$ cat src/irm_pkg.sv
// Package: command and register codes, sizes and the port-write record of the relay mapper.
`default_nettype none

package irm_pkg;

	// Input lines per input chip and bits per output port
	localparam int LINES_PER_CHIP = 16;
	localparam int PORT_BITS      = 8;
	localparam int NUM_OUTPUTS    = 64;

	// Item commands
	typedef enum logic [1:0] {
		CMD_SCAN  = 2'd0,
		CMD_LOAD  = 2'd1,
		CMD_DRIVE = 2'd2
	} cmd_t;

	// Configuration register indexes
	typedef enum logic {
		REG_ACTIVE = 1'b0,
		REG_TOGGLE = 1'b1
	} reg_t;

	// One port write waiting to go out
	typedef struct packed {
		logic [1:0]           chip;
		logic                 side;
		logic [PORT_BITS-1:0] data;
	} res_t;

endpackage

`default_nettype wire

$ cat src/irm_ram.sv
// Generic single-write, single-read RAM with registered read data.
`default_nettype none

module irm_ram #(
	parameter int WIDTH = 6,
	parameter int DEPTH = 64,
	parameter int AW    = $clog2(DEPTH)
) (
	input  wire logic             clk,
	input  wire logic             we,
	input  wire logic [AW-1:0]    waddr,
	input  wire logic [WIDTH-1:0] wdata,
	input  wire logic [AW-1:0]    raddr,
	output logic      [WIDTH-1:0] rdata
);

	logic [WIDTH-1:0] mem_q [DEPTH];

	// Write one entry, register the read word
	always_ff @(posedge clk) begin
		if (we) begin
			mem_q[waddr] <= wdata;
		end
		rdata <= mem_q[raddr];
	end

endmodule

`default_nettype wire

$ cat src/input_to_relay_mapper.sv
// Top level: maps scanned input words onto relay port writes, one input line per cycle.
`default_nettype none

// Timing for users: a scan item keeps busy high while it steps through its input
// lines (16 lines, stepped one bit a cycle through the relation table RAM), then in
// a drain state for the RAM's registered read of the last line and in a flush state
// to send the final port write. A direct drive keeps busy high for the drain and
// flush states only. A relation load, an unknown command and a scan of a missing
// chip never raise busy. Each port write appears on strobe for one cycle and cannot
// be held off by the receiver; the write that carries last arrives as busy falls,
// and a new item may be started in that same cycle.
module input_to_relay_mapper #(
	parameter int NUM_CHIPS = 4
) (
	input  wire logic        clk,
	input  wire logic        arst_n,
	// command channel
	input  wire logic        start,
	output logic             busy,
	input  wire logic [1:0]  cmd,
	input  wire logic [1:0]  chip,
	input  wire logic [15:0] word,
	input  wire logic [5:0]  entry_index,
	input  wire logic [5:0]  target,
	input  wire logic        level,
	// configuration write port
	input  wire logic        cfg_we,
	input  wire logic        cfg_index,
	input  wire logic [63:0] cfg_data,
	// port writes
	output logic             strobe,
	output logic [1:0]       out_chip,
	output logic             out_side,
	output logic [7:0]       out_byte,
	output logic             last
);

	localparam int RAM_DEPTH = NUM_CHIPS * irm_pkg::LINES_PER_CHIP;
	localparam int RAM_AW    = $clog2(RAM_DEPTH);
	localparam int NUM_PORTS = NUM_CHIPS * 2;
	localparam int LW        = irm_pkg::LINES_PER_CHIP;
	localparam int PB        = irm_pkg::PORT_BITS;

	typedef enum logic [1:0] {
		ST_IDLE,
		ST_SCAN,
		ST_DRAIN,
		ST_FLUSH
	} state_t;

	state_t state_q;

	logic [irm_pkg::NUM_OUTPUTS-1:0] active_q;
	logic [irm_pkg::NUM_OUTPUTS-1:0] toggle_q;

	logic [LW-1:0] prev_q  [NUM_CHIPS];
	logic [PB-1:0] ports_q [NUM_PORTS];

	// line shifters
	logic [LW-1:0] diff_q;
	logic [LW-1:0] word_q;
	logic [1:0]    chip_q;
	logic [3:0]    cnt_q;

	// line step stage, aligned with the relation read
	logic          vld_s1;
	logic          edge_s1;
	logic          lvl_s1;
	logic          direct_s1;
	logic [5:0]    dtgt_s1;

	// pending port write and output registers
	logic            pend_vld_q;
	irm_pkg::res_t   pend_q;
	logic            strobe_q;
	irm_pkg::res_t   out_q;
	logic            last_q;

	logic            accept;
	logic            chip_in_ok;
	logic [LW-1:0]   prev_sel;
	logic [5:0]      rel_rdata;
	logic            ram_we;
	logic [RAM_AW-1:0] ram_waddr;
	logic [RAM_AW-1:0] ram_raddr;

	logic [5:0]      tgt_s1;
	logic [2:0]      oport;
	logic            out_chip_ok;
	logic [PB-1:0]   cur_byte;
	logic [PB-1:0]   bit_mask;
	logic [PB-1:0]   new_byte;
	logic            wr_now;

	assign accept     = start && !busy;
	assign busy       = (state_q != ST_IDLE);
	assign chip_in_ok = ({1'b0, chip} < 3'(NUM_CHIPS));

	// Select the stored word of the scanned chip
	always_comb begin
		prev_sel = '0;
		for (int c = 0; c < NUM_CHIPS; c++) begin
			if (chip == 2'(c)) begin
				prev_sel = prev_q[c];
			end
		end
	end

	// Relation table: written by load items, read one line per scan cycle
	assign ram_we    = accept && (irm_pkg::cmd_t'(cmd) == irm_pkg::CMD_LOAD) &&
	                   (7'(entry_index) < 7'(RAM_DEPTH));
	assign ram_waddr = RAM_AW'(entry_index);
	assign ram_raddr = RAM_AW'({chip_q, cnt_q});

	irm_ram #(
		.WIDTH (6),
		.DEPTH (RAM_DEPTH)
	) u_rel (
		.clk   (clk),
		.we    (ram_we),
		.waddr (ram_waddr),
		.wdata (target),
		.raddr (ram_raddr),
		.rdata (rel_rdata)
	);

	// Work out the port write of the current line or direct drive
	always_comb begin
		tgt_s1      = direct_s1 ? dtgt_s1 : rel_rdata;
		oport       = tgt_s1[5:3];
		out_chip_ok = ({1'b0, tgt_s1[5:4]} < 3'(NUM_CHIPS));
		cur_byte    = '0;
		for (int p = 0; p < NUM_PORTS; p++) begin
			if (oport == 3'(p)) begin
				cur_byte = ports_q[p];
			end
		end
		bit_mask = PB'(1) << tgt_s1[2:0];
		wr_now   = vld_s1 && edge_s1 && out_chip_ok && active_q[tgt_s1] &&
		           (!toggle_q[tgt_s1] || lvl_s1);
		if (toggle_q[tgt_s1]) begin
			new_byte = cur_byte ^ bit_mask;
		end else if (lvl_s1) begin
			new_byte = cur_byte | bit_mask;
		end else begin
			new_byte = cur_byte & ~bit_mask;
		end
	end

	// Hold the last word seen on each input chip
	for (genvar c = 0; c < NUM_CHIPS; c++) begin : g_prev
		always_ff @(posedge clk or negedge arst_n) begin
			if (!arst_n) begin
				prev_q[c] <= '0;
			end else if (accept && (irm_pkg::cmd_t'(cmd) == irm_pkg::CMD_SCAN) &&
			             (chip == 2'(c))) begin
				prev_q[c] <= word;
			end
		end
	end

	// Update output port bytes on each port write
	for (genvar p = 0; p < NUM_PORTS; p++) begin : g_port
		always_ff @(posedge clk or negedge arst_n) begin
			if (!arst_n) begin
				ports_q[p] <= '0;
			end else if (wr_now && (oport == 3'(p))) begin
				ports_q[p] <= new_byte;
			end
		end
	end

	// Take configuration writes
	always_ff @(posedge clk or negedge arst_n) begin
		if (!arst_n) begin
			active_q <= '0;
			toggle_q <= '0;
		end else if (cfg_we) begin
			case (irm_pkg::reg_t'(cfg_index))
				irm_pkg::REG_ACTIVE: active_q <= cfg_data;
				irm_pkg::REG_TOGGLE: toggle_q <= cfg_data;
				default: ;
			endcase
		end
	end

	// Sequencer: step lines, hold one write back so the final one can carry last
	always_ff @(posedge clk or negedge arst_n) begin
		if (!arst_n) begin
			state_q    <= ST_IDLE;
			diff_q     <= '0;
			word_q     <= '0;
			chip_q     <= '0;
			cnt_q      <= '0;
			vld_s1     <= 1'b0;
			edge_s1    <= 1'b0;
			lvl_s1     <= 1'b0;
			direct_s1  <= 1'b0;
			dtgt_s1    <= '0;
			pend_vld_q <= 1'b0;
			pend_q     <= '0;
			strobe_q   <= 1'b0;
			out_q      <= '0;
			last_q     <= 1'b0;
		end else begin
			strobe_q  <= 1'b0;
			vld_s1    <= 1'b0;
			direct_s1 <= 1'b0;

			// queue the new write, release the one before it
			if (wr_now) begin
				if (pend_vld_q) begin
					strobe_q <= 1'b1;
					out_q    <= pend_q;
					last_q   <= 1'b0;
				end
				pend_q.chip <= oport[2:1];
				pend_q.side <= oport[0];
				pend_q.data <= new_byte;
				pend_vld_q  <= 1'b1;
			end

			case (state_q)
				ST_IDLE: begin
					if (accept) begin
						case (irm_pkg::cmd_t'(cmd))
							irm_pkg::CMD_SCAN: begin
								if (chip_in_ok) begin
									diff_q  <= word ^ prev_sel;
									word_q  <= word;
									chip_q  <= chip;
									cnt_q   <= '0;
									state_q <= ST_SCAN;
								end
							end
							irm_pkg::CMD_DRIVE: begin
								vld_s1    <= 1'b1;
								edge_s1   <= 1'b1;
								lvl_s1    <= level;
								direct_s1 <= 1'b1;
								dtgt_s1   <= target;
								state_q   <= ST_DRAIN;
							end
							default: ;
						endcase
					end
				end
				ST_SCAN: begin
					// advance one input line
					vld_s1  <= 1'b1;
					edge_s1 <= diff_q[0];
					lvl_s1  <= word_q[0];
					diff_q  <= diff_q >> 1;
					word_q  <= word_q >> 1;
					cnt_q   <= cnt_q + 4'd1;
					if (cnt_q == 4'(LW - 1)) begin
						state_q <= ST_DRAIN;
					end
				end
				ST_DRAIN: begin
					state_q <= ST_FLUSH;
				end
				ST_FLUSH: begin
					// send the held write as the final one
					if (pend_vld_q) begin
						strobe_q <= 1'b1;
						out_q    <= pend_q;
						last_q   <= 1'b1;
					end
					pend_vld_q <= 1'b0;
					state_q    <= ST_IDLE;
				end
				default: state_q <= ST_IDLE;
			endcase
		end
	end

	assign strobe   = strobe_q;
	assign out_chip = out_q.chip;
	assign out_side = out_q.side;
	assign out_byte = out_q.data;
	assign last     = last_q;

	// No write may be held back once the block is idle
	a_no_pend_idle: assert property (@(posedge clk) disable iff (!arst_n)
		!busy |-> !pend_vld_q)
		else $error("port write still pending while idle");

	// A write without last always has a later write of the same item behind it
	a_mid_busy: assert property (@(posedge clk) disable iff (!arst_n)
		strobe && !last |-> busy)
		else $error("non-final port write outside an item");

	// The final write of an item is never followed at once by another write
	a_last_gap: assert property (@(posedge clk) disable iff (!arst_n)
		strobe && last |=> !strobe)
		else $error("port write right after final write");

	// A scan of a present chip occupies the block
	a_scan_busy: assert property (@(posedge clk) disable iff (!arst_n)
		accept && (cmd == irm_pkg::CMD_SCAN) && chip_in_ok |=> busy)
		else $error("scan accepted but block not busy");

	// Line steps only come from the scan or a direct drive
	a_step_src: assert property (@(posedge clk) disable iff (!arst_n)
		vld_s1 |-> (state_q == ST_SCAN) || (state_q == ST_DRAIN))
		else $error("line step outside scan");

endmodule

`default_nettype wire

$ cat config.mk
export PLATFORM = sky130hd
export DESIGN_NAME = input_to_relay_mapper
export DESIGN_NICKNAME = d
export VERILOG_FILES = /design/src/irm_pkg.sv /design/src/irm_ram.sv /design/src/input_to_relay_mapper.sv
export SDC_FILE = /design/constraint.sdc
export NUM_CORES = 1
export LEC_CHECK = 0
export BUFFER_PORTS_ARGS = -buffer_cell sky130_fd_sc_hd__buf_2
export CAP_MARGIN = 20
export CORE_MARGIN = 3
export CORE_UTILIZATION = 30
export CTS_BUF_LIST = sky130_fd_sc_hd__clkbuf_2
export CTS_CLUSTER_DIAMETER = 40
export DETAILED_ROUTE_END_ITERATION = 10
export GPL_TIMING_DRIVEN = 1
export PLACE_DENSITY_LB_ADDON = 0.2
export SLEW_MARGIN = 10
export SYNTH_ARGS = -nofsm -noshare
export SYNTH_HDL_FRONTEND = slang
export SYNTH_SLANG_ARGS = --single-unit
$ cat constraint.sdc
create_clock -name clk -period 9.41 [get_ports clk]
set_clock_uncertainty 0.2 [all_clocks]
set_input_delay 0.4705 -clock clk [delete_from_list [all_inputs] [get_ports clk]]
set_output_delay 0.4705 -clock clk [all_outputs]
set_load 0.03 [all_outputs]
* After elaboration in Yosys (flattened, before gate mapping)
Memory sizes are Yosys's and may differ from the RTL's. A register that Yosys moved wholly into a read port is not among the register bits.
Cells that the tools add are included.
** Cells by class
- $add $sub $neg :: 1
- Multiply operators :: 0
- Divide/modulo/power cells :: 0
- $lt $le $gt $ge :: 1
- Eq/ne operators :: 21
- Shifts and indexed selects :: 1
- Muxes and demuxes :: 58
- Bitwise logic cells :: 6
- Reduce and logical (&&, ||, !) cells :: 35
** Operators by type and width (number)
- $mux W16 :: 8
- $mux W8 :: 10
- $pmux W16 S2 :: 2
- $mux W11 :: 4
- $mux W1 :: 21
- $logic_and A1 B1 Y1 :: 18
- $xor A16 B16 Y16 :: 1
- $reduce_and A3 Y1 :: 5
- $bmux W1 S6 :: 2
- $eq A3 B3 Y1 const B :: 4
- $eq A2 B2 Y1 const B :: 5
- $and A8 B8 Y8 :: 1
- $mux W4 :: 2
- $not A8 Y8 :: 1
- $or A8 B8 Y8 :: 1
- $pmux W2 S4 :: 1
- $pmux W4 S2 :: 1
- $shl A1 B3 Y8 const A :: 1
- $xor A8 B8 Y8 :: 1
- $lt A6 B7 Y1 const B :: 1
- $eq A2 B1 Y1 const B :: 3
- $eq A3 B2 Y1 const B :: 2
- $logic_not A2 Y1 :: 3
- $mux W6 :: 1
- 15 further kinds :: 24
** Word-level totals
- Flip-flop bits (word level) :: 331
- Bits in latches :: 0
- Memory bits (writable) :: 384
- Memory bits (read-only) :: 0
- Input bits :: 102
- Output and inout port bits :: 14
- Logic and storage cells :: 157
- Memories kept :: 1
** Memories
- u_rel.mem_q :: depth 64, width 6, read ports 1, clocked after Yosys merged registers in 1, write ports 1, RTL line irm_ram.sv:17 : logic [WIDTH-1:0] mem_q [DEPTH];

* Depth between registers and ports, before layout
Gate-level depths: netlist of run 1.
- Depth after elaboration :: 13
- Mapped depth :: 15
- Depth with buffers taken out :: 9

* Hierarchy
From an unflattened synthesis of run 1, not the netlist that was laid out.
** Second synthesis, totals
- Cells, all modules :: 2026
- Area, all modules :: 31318.8 sq um
** Modules (own cells, without submodules)
- input_to_relay_mapper :: instances 1, cells an instance 1306, area an instance 16092.9 sq um, seq. area each 8282.9 sq um
- irm_ram :: instances 1, cells an instance 720, area an instance 15225.9 sq um, seq. area each 11651.2 sq um

* Worst setup path before layout of run 1
No wires, ideal clock.
- Path type :: register to register
- Start :: register cnt_q[0]
- End :: register u_rel.rdata[0], read port of u_rel.mem_q
- Setup time :: 134 ps
- Data arrival time :: 3115 ps
- Required time :: 9076 ps
- Setup slack :: 5961 ps
- Cell stages (with the launch flop) :: 7
- Buffers on the path :: 3
- Period minus slack after synthesis :: 3449 ps
- Cell sequence :: dfrtp_1 clkbuf_1 buf_1 buf_1 mux4_2 mux4_2 mux4_2
** RTL lines
- start: declaration :: RTL line input_to_relay_mapper.sv:63 : logic [3:0] cnt_q;
- start signal: assignment :: RTL line input_to_relay_mapper.sv:255 : cnt_q <= cnt_q + 4'd1;
- end: declaration :: RTL line irm_ram.sv:14 : output logic [WIDTH-1:0] rdata

==> summary.txt, run 1 <==
Final layout
  • Area Overhead vs Synth: 19.7%
  • Proportion of layout cells with a drive suffix above 1: 35.6%
  • Layout Cells excl Fill: 3771
  • Commonest non-fill, non-tap cells in the layout: 384 x edfxtp_1, 328 x dfrtp_1, 270 x clkbuf_2
  • Fin nets: 2388
  • Commonest non-fill, non-tap cell in the layout: edfxtp_1
  • Fin area: 0.0364 mm²

Critical path
  • CP Cell Sequence: nand3b_1 > o31a_1 > o22ai_1 > o41ai_1 > o22ai_1 > o32ai_2 > a221oi_4 > buf_4 > o21ai_1 > mux2_2
  • Critical path's largest stage delay: roughly 0.93 ns
  • Critical Path Fanout Max: 25
  • CP startpoint kind: flip-flop
  • Worst setup EP type: flip-flop
  • Critical Path Most Common Cell: o22ai_1
  • Crit Path Class: reg2reg
  • Critical path arrival: between 6 and 7 ns
  • CP max stage cell: o32ai_2
  • Worst path required time: approximately 10 ns

Global routing
  • First-pass GRT wire length: 123000 µm
  • Gr usage total: 15.3%
  • Vias in the first global route: 19559
  • GR Overflow Total: 0
  • Initial antenna violation count: 5
  • Largest net degree at the start of global routing: 170

Die
  • Core box area: 0.100 mm²
  • Row count: 116
  • IO Pins: 116
  • DIE HEIGHT: 325 µm
  • Starting Density: 30.3%
  • Die area: 0.105 mm²
  • Die Wd: ~320 µm

Detailed routing
  • Detailed Route WL: 80600 µm
  • Antenna violation net count after detailed routing: 0
  • Iteration count of the initial detailed-routing pass: 5
  • Via Count: 18142
  • Via-per-instance ratio: 4.81
  • DRC viols: 0
  • Wirelength per Cell: approximately 21 µm
  • DR iter-0 viols: 1142

CTS
  • TritonCTS buffer count: 188
  • Htree depth: 4
  • Worst-Skew Late Latency: 1.48 ns
  • TritonCTS clock tree: done
  • Clock transition at path regs: ~0.090 ns
  • Clock root buffer master: clkbuf_2
  • Sink Count: 721
  • Clock Tree Buf Depth: 3

Synthesis
  • Mux cell area share after synthesis: 23.7%
  • Seq cells post-synth: 721
  • Compound-Gate Fraction of Synth Area: 3.73%
  • Post-synth top area share: 37.9%
  • Mapped Area: just over 0.03 mm²
  • Post-Synth XOR/XNOR Area: 0.460%
  • Synth Instances: roughly 1800
  • Syn Area/Cell: 16.6 µm²
  • Yosys cell types: 66
  • Ys flop type: edfxtp_1
  • Post-Synth Adder-Cell Area: 0.247%
  • Net Count, Synth: 1945
  • Post-Synth Simple-Gate Area: under 10%
  • Async S/R FF share, synth: approximately 46%
  • Register area share after synthesis: 65.5%
  • Cell accounting for the most synthesized area: edfxtp_1
  • Top post-synthesis cells by area: edfxtp_1 38%, dfrtp_1 27%, mux4_2 12%, mux2_2 9.2%, mux2i_1 2.0%
  • EDFF count, synth: around 380
  • Largest family of logic cells by synthesized area: multiplexers
  • Ys Warns: 0

Placement
  • Cell Count Post-Placement: 3227
  • Gpl congestion: 0.815
  • PortBufs: 115
  • HPWL Detailed: between 50000 and 60000 µm
  • Placed cell areas: 0.0325 mm²

Pwr
  • Pleak: 13.7 nW
  • Total power: 9.24 mW
  • Pwr Density: between 200 and 300 mW/mm²
  • Peak VDD IR: 99.9 µV

Timing
  • Hold Vio Cnt, Final: 0
  • Crit path time final: slightly above 5 ns
  • Worst-margin pin slew: about 1.1 ns
  • Period utilisation layout: 53.5%
  • Fin. max-slew vios: 0
  • Max Freq: just under 200 MHz
  • Setup_tns: 0 ns
  • Count of final setup violators: 0
  • Rel. slew slack: 28.0%
  • RSZ-0062 raised after global routing: no

Flow run
  • Maxcap violations: 0

Worst hold path
  • Class of the worst hold path: in2reg

Status
  • Outcome: complete, no violations
==> report_power, final <==
part | internal [mW] | total (mW) | switching, mW
sequential | 3.81 | 4.21 | 0.405
clock | 0.856 | 2.19 | 1.34
combinational | 1.30 | 2.83 | 1.53
==> state kept, by name (all words and copies together) (netlist names), 11 cells and up, named ones only <==
| signal | count |
|---|---|
| u_rel.mem_q | 384 |
| toggle_q | 64 |
| prev_q | 64 |
| word_q | 16 |
| pend_q | 11 |
| ports_q | 64 |
| diff_q | 16 |
| active_q | 64 |
==> routing by layer <==
metal | track usage [%] | up-vias | wire length [µm] | part of all wire [%]
met1 | 20.2 | 9420 | 35300 | 44
met2 | 24.4 | 504 | 38700 | 48
met4 | 5.64 | 4 | 1980 | 2.5
met5 | 0 | - | 21 | 0.026
li1 | - | 8068 | - | -
met3 | 4.06 | 146 | 4670 | 5.8
==> cells by family after synthesis <==
logic type	after synthesis
xor gates and xnor gates	16
muxes	488
DFF	721
AOI/OAI and AO/OA	178
buffers and inverters	132
and+or+nand+nor	296
adders and majority gates	6
==> worst max-delay path: cells and delay by family (launching register included) <==
family	cells	cell delay, ns
buf+inv	1	0.30
mux	1	0.41
compound gates	7	3.01
simple gates	1	0.24
flops	1	0.75
==> area by class of cell <==
type,instances,area (µm²)
Clock buffer,270,1350
Inverter,30,113
Clock inverter,49,369
Tap cell,1357,1700
Sequential cell,721,19900
Fill cell,9737,64000
Multi-Input combinational cell,984,9980
Timing Repair Buffer,355,2970
Antenna cell,5,12.5
==> path summary, 6_finish.rpt <==
path / startpoint / end / slack, ns / cells after the start
max: dtgt_s1[0] / flip-flop / 4.38 / 10
min: cfg_data[53] / active_q[53] / 0.25 / 4
max reg2reg: dtgt_s1[0] / flip-flop / 4.38 / 10
min reg2reg: ports_q[57] / ports_q[57] / 0.29 / 1
max in group asynchronous: arst_n / prev_q[12] / 7.49 / 5
min in group asynchronous: arst_n / toggle_q[1] / 0.63 / 5
==> through the flow <==
| step | worst slack (ns) | hold WS, ns | utilization (%) |
|---|---|---|---|
| after floorplan | 5.96 | -0.0251 | - |
| after global placement | 4.51 | 0.265 | 32.3 |
| after detailed placement | 4.33 | 0.270 | 32.3 |
| after CTS | 4.34 | 0.0121 | 36.3 |
| after global routing | 4.07 | 0.0737 | 36.3 |
| final | 4.38 | 0.252 | 36.3 |
==> repair_timing <==
item                                   4_1_cts  5_1_grt
hold buffers                               220        0
resized for setup                            0        0
setup buffers                                0        0
endpoints found under the hold margin     1341        0
==> Yosys cell counts (17+ instances only) <==
| cell | number |
|---|---|
| buf_1 | 21 |
| o21ai_0 | 52 |
| mux2i_1 | 60 |
| mux2_2 | 248 |
| buf_2 | 17 |
| o22ai_1 | 23 |
| edfxtp_1 | 384 |
| o221ai_1 | 17 |
| inv_1 | 29 |
| clkbuf_1 | 55 |
| mux2_1 | 18 |
| mux4_2 | 157 |
| nand2_1 | 77 |
| nor2_1 | 135 |
| dfrtp_1 | 331 |
| a21oi_1 | 43 |
Power figures use the tool's default switching activity.
==> run 2: changes to the inputs <==
- clock period: 9.41 -> 4.09 ns (I/O delays scaled with it)
==> run 2 against run 1 <==
  * Global-route usage up 0.82 points
  * Final cell count up 5.9%
  * Die area unchanged
  * Sequential cell count unchanged
  * Routed wire length up 5.0%
  * Sequential power up 130%
  * Count of clock-buffer cells in the layout up 17
  * Maximum frequency up 28%
  * Register-to-register slack worse by 4.2 ns
  * Largest cell class unchanged
==> summary.txt, run 2 (synthesis results as in run 1) <==
Status
  • Outcome: complete, no violations (unchanged)

Critical path
  • Worst-case reg-to-reg path depth: 10 (unchanged)
  • R2R setup slack: 0.17 ns (was 4.38 ns)
  • Worst setup EP type: flip-flop (unchanged)
  • Reg-to-Reg Start: direct_s1 (was dtgt_s1[0])
  • Critical path arrival: 4.92 ns (was 6.07 ns)
  • Crit Path Class: reg2reg (unchanged)
  • CP startpoint kind: flip-flop (unchanged)
  • Critical Path Fanout Max: 18 (was 25)
  • Worst flop-to-flop path endpoint: ports_q[9]
  • Worst path required time: 5.10 ns (was 10.45 ns)

Flow run
  • Maxcap violations: 0 (unchanged)

Placement
  • HPWL Detailed: 53000 µm (was 50300 µm)
  • Pre-CTS setup slack: 0.153 ns (was 4.33 ns)
  • Gpl congestion: 0.842 (was 0.815)
  • Cell Count Post-Placement: 3285 (was 3227)
  • Placed cell areas: 0.0330 mm² (was 0.0325 mm²)
  • PortBufs: 115 (unchanged)

Final layout
  • Fin nets: 2588 (was 2388)
  • Commonest non-fill, non-tap cells in the layout: 384 x edfxtp_1, 357 x dlygate4sd3_1, 328 x dfrtp_1 (was 384 x edfxtp_1, 328 x dfrtp_1, 270 x clkbuf_2)
  • Fillers: 9574 (was 9737)
  • Fin area: 0.0385 mm² (was 0.0364 mm²)
  • Util after Layout: 38.4% (was 36.3%)
  • Top reg by flops: u_rel.mem_q (unchanged)
  • Largest register FFs: 384 (unchanged)
  • Proportion of layout cells with a drive suffix above 1: 35.8% (was 35.6%)
  • Area Overhead vs Synth: 26.6% (was 19.7%)
  • Commonest non-fill, non-tap cell in the layout: edfxtp_1 (unchanged)
  • Layout Cells excl Fill: 3992 (was 3771)

Pwr
  • Clock network fraction of design power: 23.7% (about the same)
  • Pleak: 14.8 nW (was 13.7 nW)
  • Switching pwr: 7.66 mW (was 3.28 mW)
  • Net Sw Frac: 34.7% (was 35.5%)
  • Pwr Density: 572 mW/mm² (was 254 mW/mm²)
  • P_int: 14.4 mW (was 5.96 mW)
  • Power share of the combinational group: 32.8% (was 30.7%)
  • Share of total power in sequential cells: 43.5% (was 45.6%)
  • Total power: 22.1 mW (was 9.24 mW)
  • Peak VDD IR: 272 µV (was 99.9 µV)

Detailed routing
  • Via Count: 18977 (was 18142)
  • Detailed Route WL: 84700 µm (was 80600 µm)
  • DR iter-0 viols: 1326 (was 1142)
  • Iteration count of the initial detailed-routing pass: 5 (unchanged)
  • Antenna violation net count after detailed routing: 0 (unchanged)
  • Via-per-instance ratio: 4.75 (was 4.81)
  • DRC viols: 0 (unchanged)
  • Wirelength per Cell: 21.2 µm (was 21.4 µm)

CTS
  • TritonCTS buffer count: 189 (was 188)
  • Sink Count: 721 (unchanged)
  • Htree depth: 4 (unchanged)
  • Post-CTS setup buffers: 0 (unchanged)
  • Clock transition at path regs: 0.09 ns (about the same)
  • Worst-Skew Late Latency: 1.43 ns (was 1.48 ns)
  • Clock root buffer master: clkbuf_2 (unchanged)
  • TritonCTS clock tree: done (unchanged)
  • Clock Tree Buf Depth: 3 (unchanged)

Global routing
  • Vias in the first global route: 20481 (was 19559)
  • GR Overflow Total: 0 (unchanged)
  • Largest net degree at the start of global routing: 88 (was 170)
  • Initial antenna violation count: 5 (unchanged)
  • First-pass GRT wire length: 129000 µm (was 123000 µm)
  • Gr usage total: 16.1% (was 15.3%)

Worst hold path
  • Hold path depth: 4 (unchanged)
  • Class of the worst hold path: in2reg (unchanged)
  • Hold_sp: cfg_data[34] (was cfg_data[53])
  • Hold Path End: toggle_q[34] (was active_q[53])

Die
  • Core box area: 0.100 mm² (unchanged)
  • Starting Density: 30.3% (unchanged)
  • Row count: 116 (unchanged)
  • Die area: 0.105 mm² (unchanged)
  • DIE HEIGHT: 325 µm (unchanged)
  • IO Pins: 116 (unchanged)
  • Die Wd: 325 µm (unchanged)

Timing
  • Fin. max-slew vios: 0 (unchanged)
  • Worst-margin pin slew: 0.982 ns (was 1.08 ns)
  • Rel. slew slack: 34.6% (was 28.0%)
  • Setup_tns: 0 ns (unchanged)
  • Crit path time final: 3.92 ns (was 5.03 ns)
  • Max Freq: 255 MHz (was 199 MHz)
  • Period utilisation layout: 95.8% (was 53.5%)
  • Count of final setup violators: 0 (unchanged)
  • Hold Vio Cnt, Final: 0 (unchanged)
  • Smallest setup slack after layout: 0.171 ns (was 4.38 ns)
  • Hold_ws: 0.164 ns (was 0.252 ns)
[run 2: cell types whose count changed in the layout (fill, tap and decap cells not counted), sizes merged]
cell / delta
dlygate4sd3: +138
buf: +61
clkbuf: +17
bufinv: +2
clkinvlp: +2
inv: +2
diode: -1
[run 2: area by class of cell]
cell class | count | area, µm² | area share (%)
Inverter | 30 | 113 | 0.292
Timing Repair Buffer | 554 | 4940 | 12.8
Clock buffer | 287 | 1440 | 3.73
Antenna cell | 4 | 10.0 | 0.0260
Tap cell | 1357 | 1700 | 4.40
Sequential cell | 721 | 19900 | 51.7
Multi-Input combinational cell | 984 | 10000 | 26.0
Clock inverter | 55 | 390 | 1.01
[run 2: critical path, stage by stage (launching register included)]
cell	delay [ns]
dfrtp_1	0.60
buf_4	0.21
mux2i_4	0.24
buf_12	0.22
mux4_2	0.32
o22ai_1	0.10
nor4_1	0.26
a31oi_1	0.12
a221oi_4	0.62
and3_1	0.54
mux2_2	0.39
[run 2: how the worst max path moves through the flow]
stage / from / endpoint / slack [ns] / cells past startpoint
after floorplan: cnt_q[0] / u_rel.rdata[4] / 0.64 / 6
after global placement: direct_s1 / pend_q[2] / 0.18 / 11
after detailed placement: direct_s1 / ports_q[0] / 0.15 / 10
after CTS: state_q[1] / prev_q[15] / 0.04 / 10
after global routing: state_q[0] / prev_q[50] / -0.01 / 9
final: direct_s1 / ports_q[9] / 0.17 / 10
[run 2: power by group through the flow]
stage	Clock (mW)	Sequential [mW]	Combinational (mW)
CTS	5.48	9.58	7.25
floorplan	0	9.41	4.68
global route	5.89	9.72	7.84
detailed placement	0	9.73	6.79
finish	5.24	9.59	7.24
global placement	0	9.70	6.73
[run 2: repair_timing]
item                                     CTS  global route
hold buffers                             359             1
resized for setup                          0            10
endpoints found under the setup margin     0            30
endpoints found under the hold margin   1341             1
[run 2: metal layers]
metal / GRT usage [%] / vias up / share of wire, %
met5: 0 / - / 0.033
met4: 5.34 / 4 / 2.1
met3: 3.87 / 137 / 5.5
met2: 26.3 / 546 / 49
met1: 21.2 / 9766 / 44
li1: - / 8524 / -
